[config.mk]
export PLATFORM = sky130hd
export DESIGN_NAME = virtio_mmio_register_file
export DESIGN_NICKNAME = d
export VERILOG_FILES = /design/src/rtl/vmrf_pkg.sv /design/src/rtl/vmrf_access.sv /design/src/rtl/vmrf_regs.sv /design/src/rtl/virtio_mmio_register_file.sv
export SDC_FILE = /design/constraint.sdc
export NUM_CORES = 1
export LEC_CHECK = 0
export ABC_AREA = 0
export BUFFER_PORTS_ARGS = -buffer_cell sky130_fd_sc_hd__buf_2
export CAP_MARGIN = 0
export CORE_MARGIN = 4
export CORE_UTILIZATION = 40
export DETAILED_ROUTE_END_ITERATION = 8
export SETUP_SLACK_MARGIN = 0.05
export SYNTH_ARGS = -nofsm -noshare
export SYNTH_HDL_FRONTEND = slang
export SYNTH_SLANG_ARGS = --single-unit
[constraint.sdc]
create_clock -name i_clk -period 2.7 [get_ports i_clk]
set_clock_uncertainty 0.15 [all_clocks]
set_input_delay 0.405 -clock i_clk [delete_from_list [all_inputs] [get_ports i_clk]]
set_output_delay 0.405 -clock i_clk [all_outputs]
set_load 0.03 [all_outputs]
[src/rtl/vmrf_pkg.sv]
`default_nettype none
// ---------------------------------------------------------------------------
// vmrf_pkg
// Shared constants, codes and structs of the legacy virtio mmio register file.
// ---------------------------------------------------------------------------
package vmrf_pkg;

    localparam int MAX_QUEUES = 4;
    localparam int QIDX_W     = $clog2(MAX_QUEUES);
    localparam int DATA_W     = 32;
    localparam int OFF_W      = 12;
    localparam int CFG_IDX_W  = 2;
    localparam int CFG_DATA_W = 64;
    localparam int QCNT_W     = 3;
    localparam int SHIFT_W    = 5;

    localparam logic [DATA_W-1:0] MAGIC_WORD   = 32'h7472_6976;
    localparam logic [DATA_W-1:0] VERSION_WORD = 32'h0000_0001;
    localparam logic [DATA_W-1:0] VENDOR_WORD  = 32'h554D_4551;
    localparam logic [DATA_W-1:0] ALL_ONES     = 32'hffff_ffff;

    // access kinds
    localparam logic CMD_READ  = 1'b0;
    localparam logic CMD_WRITE = 1'b1;

    // register offsets
    localparam logic [OFF_W-1:0] OFF_MAGIC         = 12'h000;
    localparam logic [OFF_W-1:0] OFF_VERSION       = 12'h004;
    localparam logic [OFF_W-1:0] OFF_DEVICE_ID     = 12'h008;
    localparam logic [OFF_W-1:0] OFF_VENDOR        = 12'h00c;
    localparam logic [OFF_W-1:0] OFF_DEV_FEATURES  = 12'h010;
    localparam logic [OFF_W-1:0] OFF_DEV_FEAT_SEL  = 12'h014;
    localparam logic [OFF_W-1:0] OFF_DRV_FEATURES  = 12'h020;
    localparam logic [OFF_W-1:0] OFF_DRV_FEAT_SEL  = 12'h024;
    localparam logic [OFF_W-1:0] OFF_PAGE_SIZE     = 12'h028;
    localparam logic [OFF_W-1:0] OFF_QUEUE_SEL     = 12'h030;
    localparam logic [OFF_W-1:0] OFF_QUEUE_NUM_MAX = 12'h034;
    localparam logic [OFF_W-1:0] OFF_QUEUE_NUM     = 12'h038;
    localparam logic [OFF_W-1:0] OFF_QUEUE_ALIGN   = 12'h03c;
    localparam logic [OFF_W-1:0] OFF_QUEUE_PFN     = 12'h040;
    localparam logic [OFF_W-1:0] OFF_QUEUE_READY   = 12'h044;
    localparam logic [OFF_W-1:0] OFF_QUEUE_NOTIFY  = 12'h050;
    localparam logic [OFF_W-1:0] OFF_INT_STATUS    = 12'h060;
    localparam logic [OFF_W-1:0] OFF_INT_ACK       = 12'h064;
    localparam logic [OFF_W-1:0] OFF_STATUS        = 12'h070;

    // configuration register indexes
    localparam logic [CFG_IDX_W-1:0] CFG_QUEUE_COUNT = 2'd0;
    localparam logic [CFG_IDX_W-1:0] CFG_PFN_SHIFT   = 2'd1;
    localparam logic [CFG_IDX_W-1:0] CFG_DEVICE_IDS  = 2'd2;
    localparam logic [CFG_IDX_W-1:0] CFG_QUEUE_SIZES = 2'd3;

    typedef enum logic [2:0] {
        ST_OK       = 3'd0,
        ST_READ_WO  = 3'd1,
        ST_WRITE_RO = 3'd2,
        ST_UNKNOWN  = 3'd3,
        ST_PAST_END = 3'd4
    } t_status;

    typedef struct packed {
        logic              cmd;
        logic [OFF_W-1:0]  offset;
        logic [DATA_W-1:0] write_data;
        logic [DATA_W-1:0] isr;
    } t_access;

    typedef struct packed {
        logic [DATA_W-1:0] read_data;
        t_status           access_status;
        logic              kick_valid;
        logic [1:0]        kick_queue;
    } t_result;

    typedef struct packed {
        logic [QCNT_W-1:0]                  queue_count;
        logic [SHIFT_W-1:0]                 pfn_shift;
        logic [31:0]                        device_ids;
        logic [63:0]                        queue_sizes;
        logic [QIDX_W-1:0]                  selected_queue;
        logic                               selection_valid;
        logic [7:0]                         status_byte;
        logic [MAX_QUEUES-1:0][DATA_W-1:0]  page_addr;
    } t_state;

    typedef struct packed {
        logic              sel_we;
        logic              sel_valid;
        logic [QIDX_W-1:0] sel_queue;
        logic              page_we;
        logic [DATA_W-1:0] page_data;
        logic              status_we;
        logic [7:0]        status_bits;
    } t_update;

endpackage
`default_nettype wire

[src/rtl/vmrf_access.sv]
`default_nettype none
// ---------------------------------------------------------------------------
// vmrf_access
// Decodes one registered bus access against the current register state and
// forms its result word and the state update it causes.
// ---------------------------------------------------------------------------
module vmrf_access
    import vmrf_pkg::*;
(
    input  var t_access i_access,
    input  var t_state  i_state,
    output t_result     o_result,
    output t_update     o_update
);

    logic [QCNT_W-1:0] w_present;
    logic              w_sel;
    logic              w_past_end;
    logic              w_wd_in_range;
    logic              w_id_word;
    logic [QIDX_W-1:0] w_q;

    always_comb begin
        w_present     = (i_state.queue_count < QCNT_W'(MAX_QUEUES)) ?
                        i_state.queue_count : QCNT_W'(MAX_QUEUES);
        w_q           = i_state.selected_queue;
        w_sel         = i_state.selection_valid && ({1'b0, w_q} < (QIDX_W+1)'(MAX_QUEUES));
        w_past_end    = (i_access.offset[OFF_W-1:8] != '0);
        w_wd_in_range = (i_access.write_data < {{(DATA_W-QCNT_W){1'b0}}, w_present});
        w_id_word     = (i_access.offset == OFF_MAGIC) || (i_access.offset == OFF_VERSION)
                     || (i_access.offset == OFF_VENDOR);
    end

    always_comb begin
        o_result            = '0;
        o_result.access_status = ST_OK;
        o_update            = '0;
        o_update.sel_queue  = i_access.write_data[QIDX_W-1:0];
        o_update.sel_valid  = w_wd_in_range;
        o_update.page_data  = i_access.write_data << i_state.pfn_shift;
        o_update.status_bits = i_access.write_data[7:0];

        if (i_access.cmd == CMD_READ) begin
            if (w_past_end) begin
                o_result.access_status = ST_PAST_END;
                o_result.read_data     = ALL_ONES;
            end else begin
                case (i_access.offset)
                    OFF_MAGIC:         o_result.read_data = MAGIC_WORD;
                    OFF_VERSION:       o_result.read_data = VERSION_WORD;
                    OFF_VENDOR:        o_result.read_data = VENDOR_WORD;
                    OFF_DEV_FEATURES:  o_result.read_data = '0;
                    OFF_DEVICE_ID: begin
                        if (w_sel)
                            o_result.read_data = {24'd0, i_state.device_ids[{w_q, 3'b000} +: 8]};
                    end
                    OFF_QUEUE_NUM_MAX: begin
                        if (w_sel)
                            o_result.read_data =
                                {16'd0, i_state.queue_sizes[{w_q, 4'b0000} +: 16]};
                    end
                    OFF_QUEUE_PFN: begin
                        if (w_sel)
                            o_result.read_data = i_state.page_addr[w_q];
                    end
                    OFF_INT_STATUS: begin
                        if (w_sel)
                            o_result.read_data = i_access.isr;
                    end
                    OFF_STATUS:        o_result.read_data = {24'd0, i_state.status_byte};
                    OFF_DEV_FEAT_SEL, OFF_DRV_FEATURES, OFF_DRV_FEAT_SEL, OFF_PAGE_SIZE,
                    OFF_QUEUE_SEL, OFF_QUEUE_NUM, OFF_QUEUE_ALIGN, OFF_QUEUE_READY,
                    OFF_QUEUE_NOTIFY, OFF_INT_ACK:
                        o_result.access_status = ST_READ_WO;
                    default:
                        o_result.access_status = ST_UNKNOWN;
                endcase
            end
            // no backend: only the identification words read nonzero
            if ((i_state.queue_count == '0) && !w_id_word)
                o_result.read_data = '0;
        end else if (w_past_end) begin
            o_result.access_status = ST_PAST_END;
        end else begin
            case (i_access.offset)
                OFF_DEV_FEAT_SEL, OFF_DRV_FEATURES, OFF_DRV_FEAT_SEL, OFF_PAGE_SIZE,
                OFF_QUEUE_ALIGN, OFF_INT_ACK: ;
                OFF_QUEUE_SEL:    o_update.sel_we = 1'b1;
                OFF_QUEUE_PFN:    o_update.page_we = w_sel;
                OFF_QUEUE_NOTIFY: begin
                    o_result.kick_valid = w_wd_in_range;
                    o_result.kick_queue = w_wd_in_range ? i_access.write_data[1:0] : 2'd0;
                end
                OFF_STATUS:       o_update.status_we = 1'b1;
                OFF_MAGIC, OFF_VERSION, OFF_DEVICE_ID, OFF_VENDOR, OFF_DEV_FEATURES,
                OFF_QUEUE_NUM_MAX, OFF_INT_STATUS:
                    o_result.access_status = ST_WRITE_RO;
                default:
                    o_result.access_status = ST_UNKNOWN;
            endcase
        end
    end

endmodule
`default_nettype wire

[src/rtl/vmrf_regs.sv]
`default_nettype none
// ---------------------------------------------------------------------------
// vmrf_regs
// Configuration registers and transport state: queue selection, status byte
// and per-queue page addresses.
// ---------------------------------------------------------------------------
module vmrf_regs
    import vmrf_pkg::*;
(
    input  var logic                  i_clk,
    input  var logic                  i_rst_n,
    input  var logic                  i_cfg_we,
    input  var logic [CFG_IDX_W-1:0]  i_cfg_index,
    input  var logic [CFG_DATA_W-1:0] i_cfg_wdata,
    input  var logic                  i_upd_en,
    input  var t_update               i_update,
    output t_state                    o_state
);

    t_state r_state;
    t_state n_state;

    always_comb begin
        n_state = r_state;
        if (i_cfg_we) begin
            case (i_cfg_index)
                CFG_QUEUE_COUNT: n_state.queue_count = i_cfg_wdata[QCNT_W-1:0];
                CFG_PFN_SHIFT:   n_state.pfn_shift   = i_cfg_wdata[SHIFT_W-1:0];
                CFG_DEVICE_IDS:  n_state.device_ids  = i_cfg_wdata[31:0];
                CFG_QUEUE_SIZES: n_state.queue_sizes = i_cfg_wdata;
                default: ;
            endcase
        end
        if (i_upd_en) begin
            if (i_update.sel_we) begin
                // an out-of-range select keeps the old index
                n_state.selection_valid = i_update.sel_valid;
                if (i_update.sel_valid)
                    n_state.selected_queue = i_update.sel_queue;
            end
            if (i_update.page_we)
                n_state.page_addr[r_state.selected_queue] = i_update.page_data;
            if (i_update.status_we)
                n_state.status_byte = r_state.status_byte | i_update.status_bits;
        end
    end

    always_ff @(posedge i_clk) begin
        if (!i_rst_n) begin
            r_state.queue_count     <= '0;
            r_state.pfn_shift       <= '0;
            r_state.device_ids      <= '0;
            r_state.queue_sizes     <= '0;
            r_state.selected_queue  <= '0;
            r_state.selection_valid <= 1'b1;
            r_state.status_byte     <= '0;
            r_state.page_addr       <= '0;
        end else begin
            r_state <= n_state;
        end
    end

    assign o_state = r_state;

endmodule
`default_nettype wire

[src/rtl/virtio_mmio_register_file.sv]
`default_nettype none
// ---------------------------------------------------------------------------
// virtio_mmio_register_file
// Legacy virtio mmio transport register file on a stream interface.
// ---------------------------------------------------------------------------
// One bus access is taken per cycle unless the input side is stalled. The
// access is captured in an input register, decoded in a single pass against
// the register state, and the result is held in an output register while the
// state update lands on the same edge, so the next access already sees it.
// Back-pressure on the output stalls the input side only once both registers
// are full. Configuration writes go straight into the configuration registers
// and belong in idle periods.
module virtio_mmio_register_file
    import vmrf_pkg::*;
(
    input  var logic                  i_clk,
    input  var logic                  i_rst_n,
    input  var logic                  i_cfg_we,
    input  var logic [CFG_IDX_W-1:0]  i_cfg_index,
    input  var logic [CFG_DATA_W-1:0] i_cfg_wdata,
    input  var logic                  s_axis_tvalid,
    output logic                      s_axis_tready,
    input  var logic [79:0]           s_axis_tdata,  // offset, write_data, backend_interrupt_status
    input  var logic                  s_axis_tuser,  // cmd
    output logic                      m_axis_tvalid,
    input  var logic                  m_axis_tready,
    output logic [39:0]               m_axis_tdata   // read_data, access_status, kick_valid,
                                                     // kick_queue
);

    logic    r_in_valid;
    t_access r_in;
    logic    r_out_valid;
    t_result r_out;

    logic    w_advance;
    logic    w_fire;
    t_state  w_state;
    t_result w_result;
    t_update w_update;

    assign w_advance     = !r_out_valid || m_axis_tready;
    assign w_fire        = r_in_valid && w_advance;
    assign s_axis_tready = !r_in_valid || w_advance;

    always_ff @(posedge i_clk) begin
        if (!i_rst_n) begin
            r_in_valid  <= 1'b0;
            r_out_valid <= 1'b0;
        end else begin
            if (s_axis_tready)
                r_in_valid <= s_axis_tvalid;
            if (w_advance)
                r_out_valid <= r_in_valid;
        end
    end

    always_ff @(posedge i_clk) begin
        if (s_axis_tready && s_axis_tvalid) begin
            r_in.cmd        <= s_axis_tuser;
            r_in.offset     <= s_axis_tdata[11:0];
            r_in.write_data <= s_axis_tdata[43:12];
            r_in.isr        <= s_axis_tdata[75:44];
        end
        if (w_fire)
            r_out <= w_result;
    end

    vmrf_access u_access (
        .i_access (r_in),
        .i_state  (w_state),
        .o_result (w_result),
        .o_update (w_update)
    );

    vmrf_regs u_regs (
        .i_clk       (i_clk),
        .i_rst_n     (i_rst_n),
        .i_cfg_we    (i_cfg_we),
        .i_cfg_index (i_cfg_index),
        .i_cfg_wdata (i_cfg_wdata),
        .i_upd_en    (w_fire),
        .i_update    (w_update),
        .o_state     (w_state)
    );

    assign m_axis_tvalid = r_out_valid;
    assign m_axis_tdata  = {2'b00, r_out.kick_queue, r_out.kick_valid,
                            r_out.access_status, r_out.read_data};

    // a kick only comes from a successful write, which returns no data
    a_kick_ok: assert property (@(posedge i_clk) disable iff (!i_rst_n)
        (r_out_valid && r_out.kick_valid) |->
            (r_out.access_status == ST_OK && r_out.read_data == '0))
        else $error("kick with bad status or data");

    // write-only reads return zero
    a_wo_zero: assert property (@(posedge i_clk) disable iff (!i_rst_n)
        (r_out_valid && r_out.access_status == ST_READ_WO) |-> (r_out.read_data == '0))
        else $error("write-only read returned data");

    // input side stalls only when both stages are full
    a_stall: assert property (@(posedge i_clk) disable iff (!i_rst_n)
        !s_axis_tready |-> (r_in_valid && r_out_valid && !m_axis_tready))
        else $error("input stalled with room in the pipe");

    // status bits are only ever set, never cleared
    a_status_sticky: assert property (@(posedge i_clk) disable iff (!i_rst_n)
        $past(i_rst_n) |-> ((w_state.status_byte & $past(w_state.status_byte))
                            == $past(w_state.status_byte)))
        else $error("status byte lost a bit");

endmodule
`default_nettype wire
==> out/metrics.csv, run 1 <==
metric,value,unit
Worst Setup Start Kind,flop,
leak pwr,7.85,nW
fmax,385,MHz
vias,14029,
Clock transition at path regs,60,ps
drt total wl,52.2,mm
crit path max fanout,4,
CTS tree,done,
# nets final,2075,
CTS Buffer Depth,3,
Final setup viols,0,
DR pass1 iterations,5,
Max Used Layer,met4,
final worst setup slack,102,ps
period utilisation layout,96.2,%
largest net degree at the start of global routing,124,
post-DP HPWL,35.7,mm
setup TNS,0,ps
Num Clock Sinks,360,
Synth async-reset ratio,0,%
register area,8370,um^2
DR WL/cell,21.0,um
initial antenna violation count,1,
met3 routed WL,3.29,mm
number of global-route vias before repair,13965,
"Seq/Total Area, Yosys",50.7,%
RD Place Congestion,0.894,
CP Class,reg2reg,
die extent in y,211,um
Peak supply drop,0.000486,V
Starting Density,40.4,%
Post-synth EDFFs,115,
first-pass GRT wire length,80.5,mm
layout cells sized above 1,25.0,%
DRC violations left,0,
footprint of the multi-input gates,7610,um^2
port bufs,187,
"Top FF cell, synth",dfxtp_1,
Inst Count DP,2264,
max-cap violations,0,
Mean Syn Cell Area,10.5,um^2
clk_lat worst skew,560,ps
sum of routed wire segments on met1,22.6,mm
Fin Hold WS,36.2,ps
Worst slew margin,48.9,%
fin cells,2483,
Routed Antenna Nets,0,
Max Slew Vio Count,0,
Seq cells post-synth,360,
# diodes,0,
"most common cell after layout, fill and taps aside",nand2_1,
# fillers,3568,
Critical Path RT,2990,ps
IO Count,194,
Mapped Area,16500,um^2
status,"complete, no violations",
"commonest cells after routing, fill and taps aside","nand2_1 (281), dfxtp_1 (241), a21oi_1 (210)",
number of DRC markers in iteration 0,1339,
Root Driver,clkbuf_16,
final hold viol count,0,
vias per inst,5.65,
DR WL met2,24.6,mm
setup slack at placement,100,ps
gr usage total,23.0,%
area of the die,44500,um^2
Die Wd,211,um
Hold Crit Class,in2reg,
H-tree depth,2,
Row Count,74,
Mapped Cells,1569,
GRT overflow,0,
final worst path period need,2600,ps
Crit. End Element,flop,
CTS Buf Count,40,
Worst EP arrival,2890,ps
RSZ-0062 raised after global routing,true,
worst-margin pin slew,763,ps
Synth Warn #,0,
power density cells,586,nW/um^2
post-synth cell types,63,
Core Box Area,40700,um^2
Layout Area Growth over Synthesis,29.7,%
[path summary, 6_finish.rpt]
path,from,endpoint,slack (ps),depth (start not counted)
worst max-delay path,r_in[61],m_axis_tdata[36],100,6
worst max register to register,r_in[61],m_axis_tdata[36],100,6
worst min register to register,u_regs.o_state[183],u_regs.o_state[183],300,2
worst min-delay path,m_axis_tready,m_axis_tvalid,40,4
[through the flow]
step / total power [W] / cell area, um^2 / utilization, %
3_3_place_gp: 0.00700 / 18600 / 45.6
4_1_cts: 0.0126 / 21300 / 52.3
3_5_place_dp: 0.00702 / 18600 / 45.6
6_report: 0.0125 / 21400 / 52.5
2_1_floorplan: 0.00653 / 16500 / -
5_1_grt: 0.0130 / 21400 / 52.5
[critical path, cell delays in order, from the launching register on]
cell,delay (ps)
edfxtp_1,450
nor4_1,390
nand4_1,290
a211o_1,450
nor4_1,440
buf_4,200
and2_1,110
[cells in the mapped netlist, types with 8 or more instances]
| master | instances | share of area (%) |
|---|---|---|
| mux2_2 | 8 | 0.55 |
| nor2b_1 | 12 | 0.46 |
| nor4_1 | 12 | 0.46 |
| nand2_1 | 284 | 6.5 |
| nand2b_1 | 10 | 0.38 |
| o21ai_0 | 61 | 1.9 |
| edfxtp_1 | 115 | 21 |
| dfxtp_1 | 245 | 30 |
| buf_1 | 16 | 0.36 |
| a31oi_1 | 11 | 0.42 |
| nand3_1 | 10 | 0.30 |
| nor2_1 | 99 | 2.3 |
| a22o_1 | 21 | 1.1 |
| a21oi_1 | 210 | 6.4 |
| clkbuf_1 | 87 | 2.0 |
| o22ai_1 | 34 | 1.3 |
| mux2i_1 | 88 | 5.3 |
| mux4_2 | 93 | 13 |
| nor3_1 | 12 | 0.36 |
| a22oi_1 | 11 | 0.50 |
| buf_2 | 18 | 0.55 |
[timing repair]
action | 4_1_cts | 5_1_grt
buffers inserted | 0 | 5
endpoints found under the setup margin | 0 | 77
gates resized for setup | 0 | 10
endpoints found under the hold margin | 169 | 0
hold buffers | 142 | 0
[sequential cells by signal (all words and copies together) (netlist names)]
name / count
r_in: 77
m_axis_tvalid: 1
r_in_valid: 1
m_axis_tdata: 38
u_regs.o_state: 243
[routing by layer]
metal  track usage (%)  vias to the layer above
met2              36.8                      536
met3              4.16                      107
met5                 0                        -
li1                  -                     6490
met4              7.76                        0
met1              31.7                     6896
[power breakdown]
group          total (W)  internal (W)  switching [W]  leakage, nW
Combinational    0.00123      0.000545       0.000686         4.10
Sequential       0.00586       0.00575       0.000113         3.10
Clock            0.00544       0.00322        0.00222        0.645
Total             0.0125       0.00951        0.00302         7.85
[cells by family (layout without fill, tap and decap cells)]
kind of cell | Yosys count | count (layout) | share of synthesized area (%)
other cells | 1 | 2 | 0.0228
mux | 189 | 189 | 18.6
simple gates | 492 | 492 | 13.4
fa+ha+maj | 2 | 2 | 0.152
flops | 360 | 360 | 50.7
buf+inv | 137 | 518 | 3.46
compound gates | 388 | 388 | 13.6
[area by class of cell]
| class | count | area share, % |
|---|---|---|
| Sequential cell | 360 | 39.2 |
| Timing Repair Buffer | 436 | 15.8 |
| Inverter | 10 | 0.187 |
| Clock buffer | 57 | 5.49 |
| Clock inverter | 15 | 0.632 |
| Multi-Input combinational cell | 1073 | 35.6 |
| Tap cell | 532 | 3.11 |
Power figures use the tool's default switching activity.
==> run 2, diff against run 1 <==
--- a/config.mk
+++ b/config.mk
@@ -6,11 +6,12 @@
 export NUM_CORES = 1
 export LEC_CHECK = 0
 export ABC_AREA = 0
-export BUFFER_PORTS_ARGS = -buffer_cell sky130_fd_sc_hd__buf_2
+export BUFFER_PORTS_ARGS = -buffer_cell sky130_fd_sc_hd__clkbuf_2
 export CAP_MARGIN = 0
 export CORE_MARGIN = 4
-export CORE_UTILIZATION = 40
+export CORE_UTILIZATION = 50
 export DETAILED_ROUTE_END_ITERATION = 8
+export PLACE_DENSITY = 0.73
 export SETUP_SLACK_MARGIN = 0.05
 export SYNTH_ARGS = -nofsm -noshare
 export SYNTH_HDL_FRONTEND = slang
==> run 2 against run 1 <==
Effect of this change: final cell count is 4.6% lower; critical path depth up 1; sequential power about the same; clock-buffer cell count up 2; routed wire length down 4.3%; worst setup slack gained 24 ps; hold slack got worse by 4.5 ps; non-clock buffer count down 24; flip-flop and latch count stayed put; first-iteration DRC count increased by 11%; critical endpoint is now u_regs.o_state[1]; highest routed layer is now met5.
==> out/metrics.csv, run 2 (synthesized netlist as in run 1, its figures left out) <==
metric,value,unit
final worst path period need,2570,ps
# nets final,2050,
"commonest cells after routing, fill and taps aside","nand2_1 (283), dfxtp_1 (241), a21oi_1 (210)",
Hold Crit Class,in2reg,
period utilisation layout,95.3,%
max-cap violations,0,
"slowest stage delay, CP",490,ps
DRC violations left,0,
Crit path depth,7,
Clock transition at path regs,60,ps
Fin Hold WS,31.7,ps
Max Slew Vio Count,0,
final non-filler cell area,20900,um^2
Layout Area Growth over Synthesis,27.1,%
GRT overflow,0,
CTS tree,done,
vias,14185,
CP Class,reg2reg,
status,"complete, no violations",
vias per inst,5.99,
final hold viol count,0,
Core Box Area,32500,um^2
Worst slew margin,46.6,%
clk_lat worst skew,540,ps
RR Startpoint,r_in[65],
IO Count,194,
RD Place Congestion,0.935,
Top delay family on crit path,simple AND/OR/NAND/NOR gates,
drt total wl,49.9,mm
cell area after placement,18300,um^2
area of the die,35900,um^2
DR pass1 iterations,5,
max reg flops,243,
Crit. Startpoint,r_in[65],
largest net degree at the start of global routing,109,
Crit. End Element,flop,
Starting Density,50.6,%
Row Count,66,
Hold Path Stages,3,
Critical path buffers and inverters,2,
Die Wd,190,um
Critical Path RT,2960,ps
crit path max fanout,13,
first-pass GRT wire length,77.6,mm
Final setup viols,0,
RSZ-0062 raised after global routing,false,
"most common cell after layout, fill and taps aside",nand2_1,
DR WL/cell,21.1,um
number of global-route vias before repair,13781,
leak pwr,7.74,nW
CTS Buffer Depth,3,
worst-margin pin slew,796,ps
initial antenna violation count,2,
setup TNS,0,ps
R2R depth,7,
cell breakdown of the critical path,"or3_1, or3_4, nor4_2, buf_6, buf_12, mux2i_1, nor2_1",
layout cells sized above 1,24.5,%
Worst EP arrival,2830,ps
Worst Setup Start Kind,flop,
number of DRC markers in iteration 0,1488,
CP max-delay cell,or3_4,
CTS Buf Count,39,
fmax,389,MHz
Num Clock Sinks,360,
gr usage total,27.1,%
Root Driver,clkbuf_16,
power density cells,588,nW/um^2
Peak supply drop,0.000590,V
H-tree depth,2,
post-DP HPWL,33.4,mm
die extent in y,190,um
Routed Antenna Nets,0,
port bufs,187,
hold_sp,i_cfg_wdata[28],
run 2: cell types whose count changed in the layout (fill, tap and decap cells not counted), sizes merged:
cell,previous run,this run
buf,294,95
bufinv,2,1
clkbuf,57,246
clkinv,14,10
diode,0,1
dlygate4sd3,142,130
inv,9,11
run 2: stage by stage:
step	std cells	setup slack (ps)	power (W)	utilization (%)
after floorplan	1570	67.4	0.00653	-
after CTS	2362	77.3	0.0123	64.1
after global placement	2161	112	0.00698	56.3
final	2369	126	0.0123	64.4
after global routing	2368	26.0	0.0127	64.3
after detailed placement	2161	103	0.00700	56.3
run 2: tightest hold or removal path, stage by stage:
cell      delay (ps)
clkbuf_2         140
nand2_1           70
a21oi_1           50
run 2: final timing paths:
check / slack (ps) / to
max: 130 / u_regs.o_state[1]
min: 30 / u_regs.o_state[167]
max reg2reg: 130 / u_regs.o_state[1]
min reg2reg: 300 / u_regs.o_state[151]
run 2: layout make-up:
class / count / area, um^2
Sequential cell: 360 / 8370
Clock buffer: 59 / 1150
Antenna cell: 1 / 2.50
Inverter: 10 / 40.0
Multi-Input combinational cell: 1073 / 7590
Clock inverter: 12 / 108
Timing Repair Buffer: 412 / 3120
Tap cell: 442 / 553
Fill cell: 2504 / 11600
run 2: metal layers:
metal / GRT usage, % / share of wire, % / vias up
li1: - / - / 6445
met1: 38.8 / 42 / 6969
met2: 42.5 / 47 / 654
met3: 4.26 / 7.6 / 115
met4: 9.10 / 3.5 / 2
met5: 0 / 0.028 / -
run 2: what timing repair did:
action,4_1_cts,5_1_grt
hold buffers,130,0
setup endpoints to repair,0,70
buffers inserted,0,6
gates resized for setup,0,7
hold endpoints to repair,146,0
run 2: power breakdown:
part,switching [W],leakage (nW),internal [W],total (W)
clock network,0.00218,0.621,0.00306,0.00524
registers,0.000114,3.10,0.00575,0.00586
logic,0.000682,4.01,0.000529,0.00121
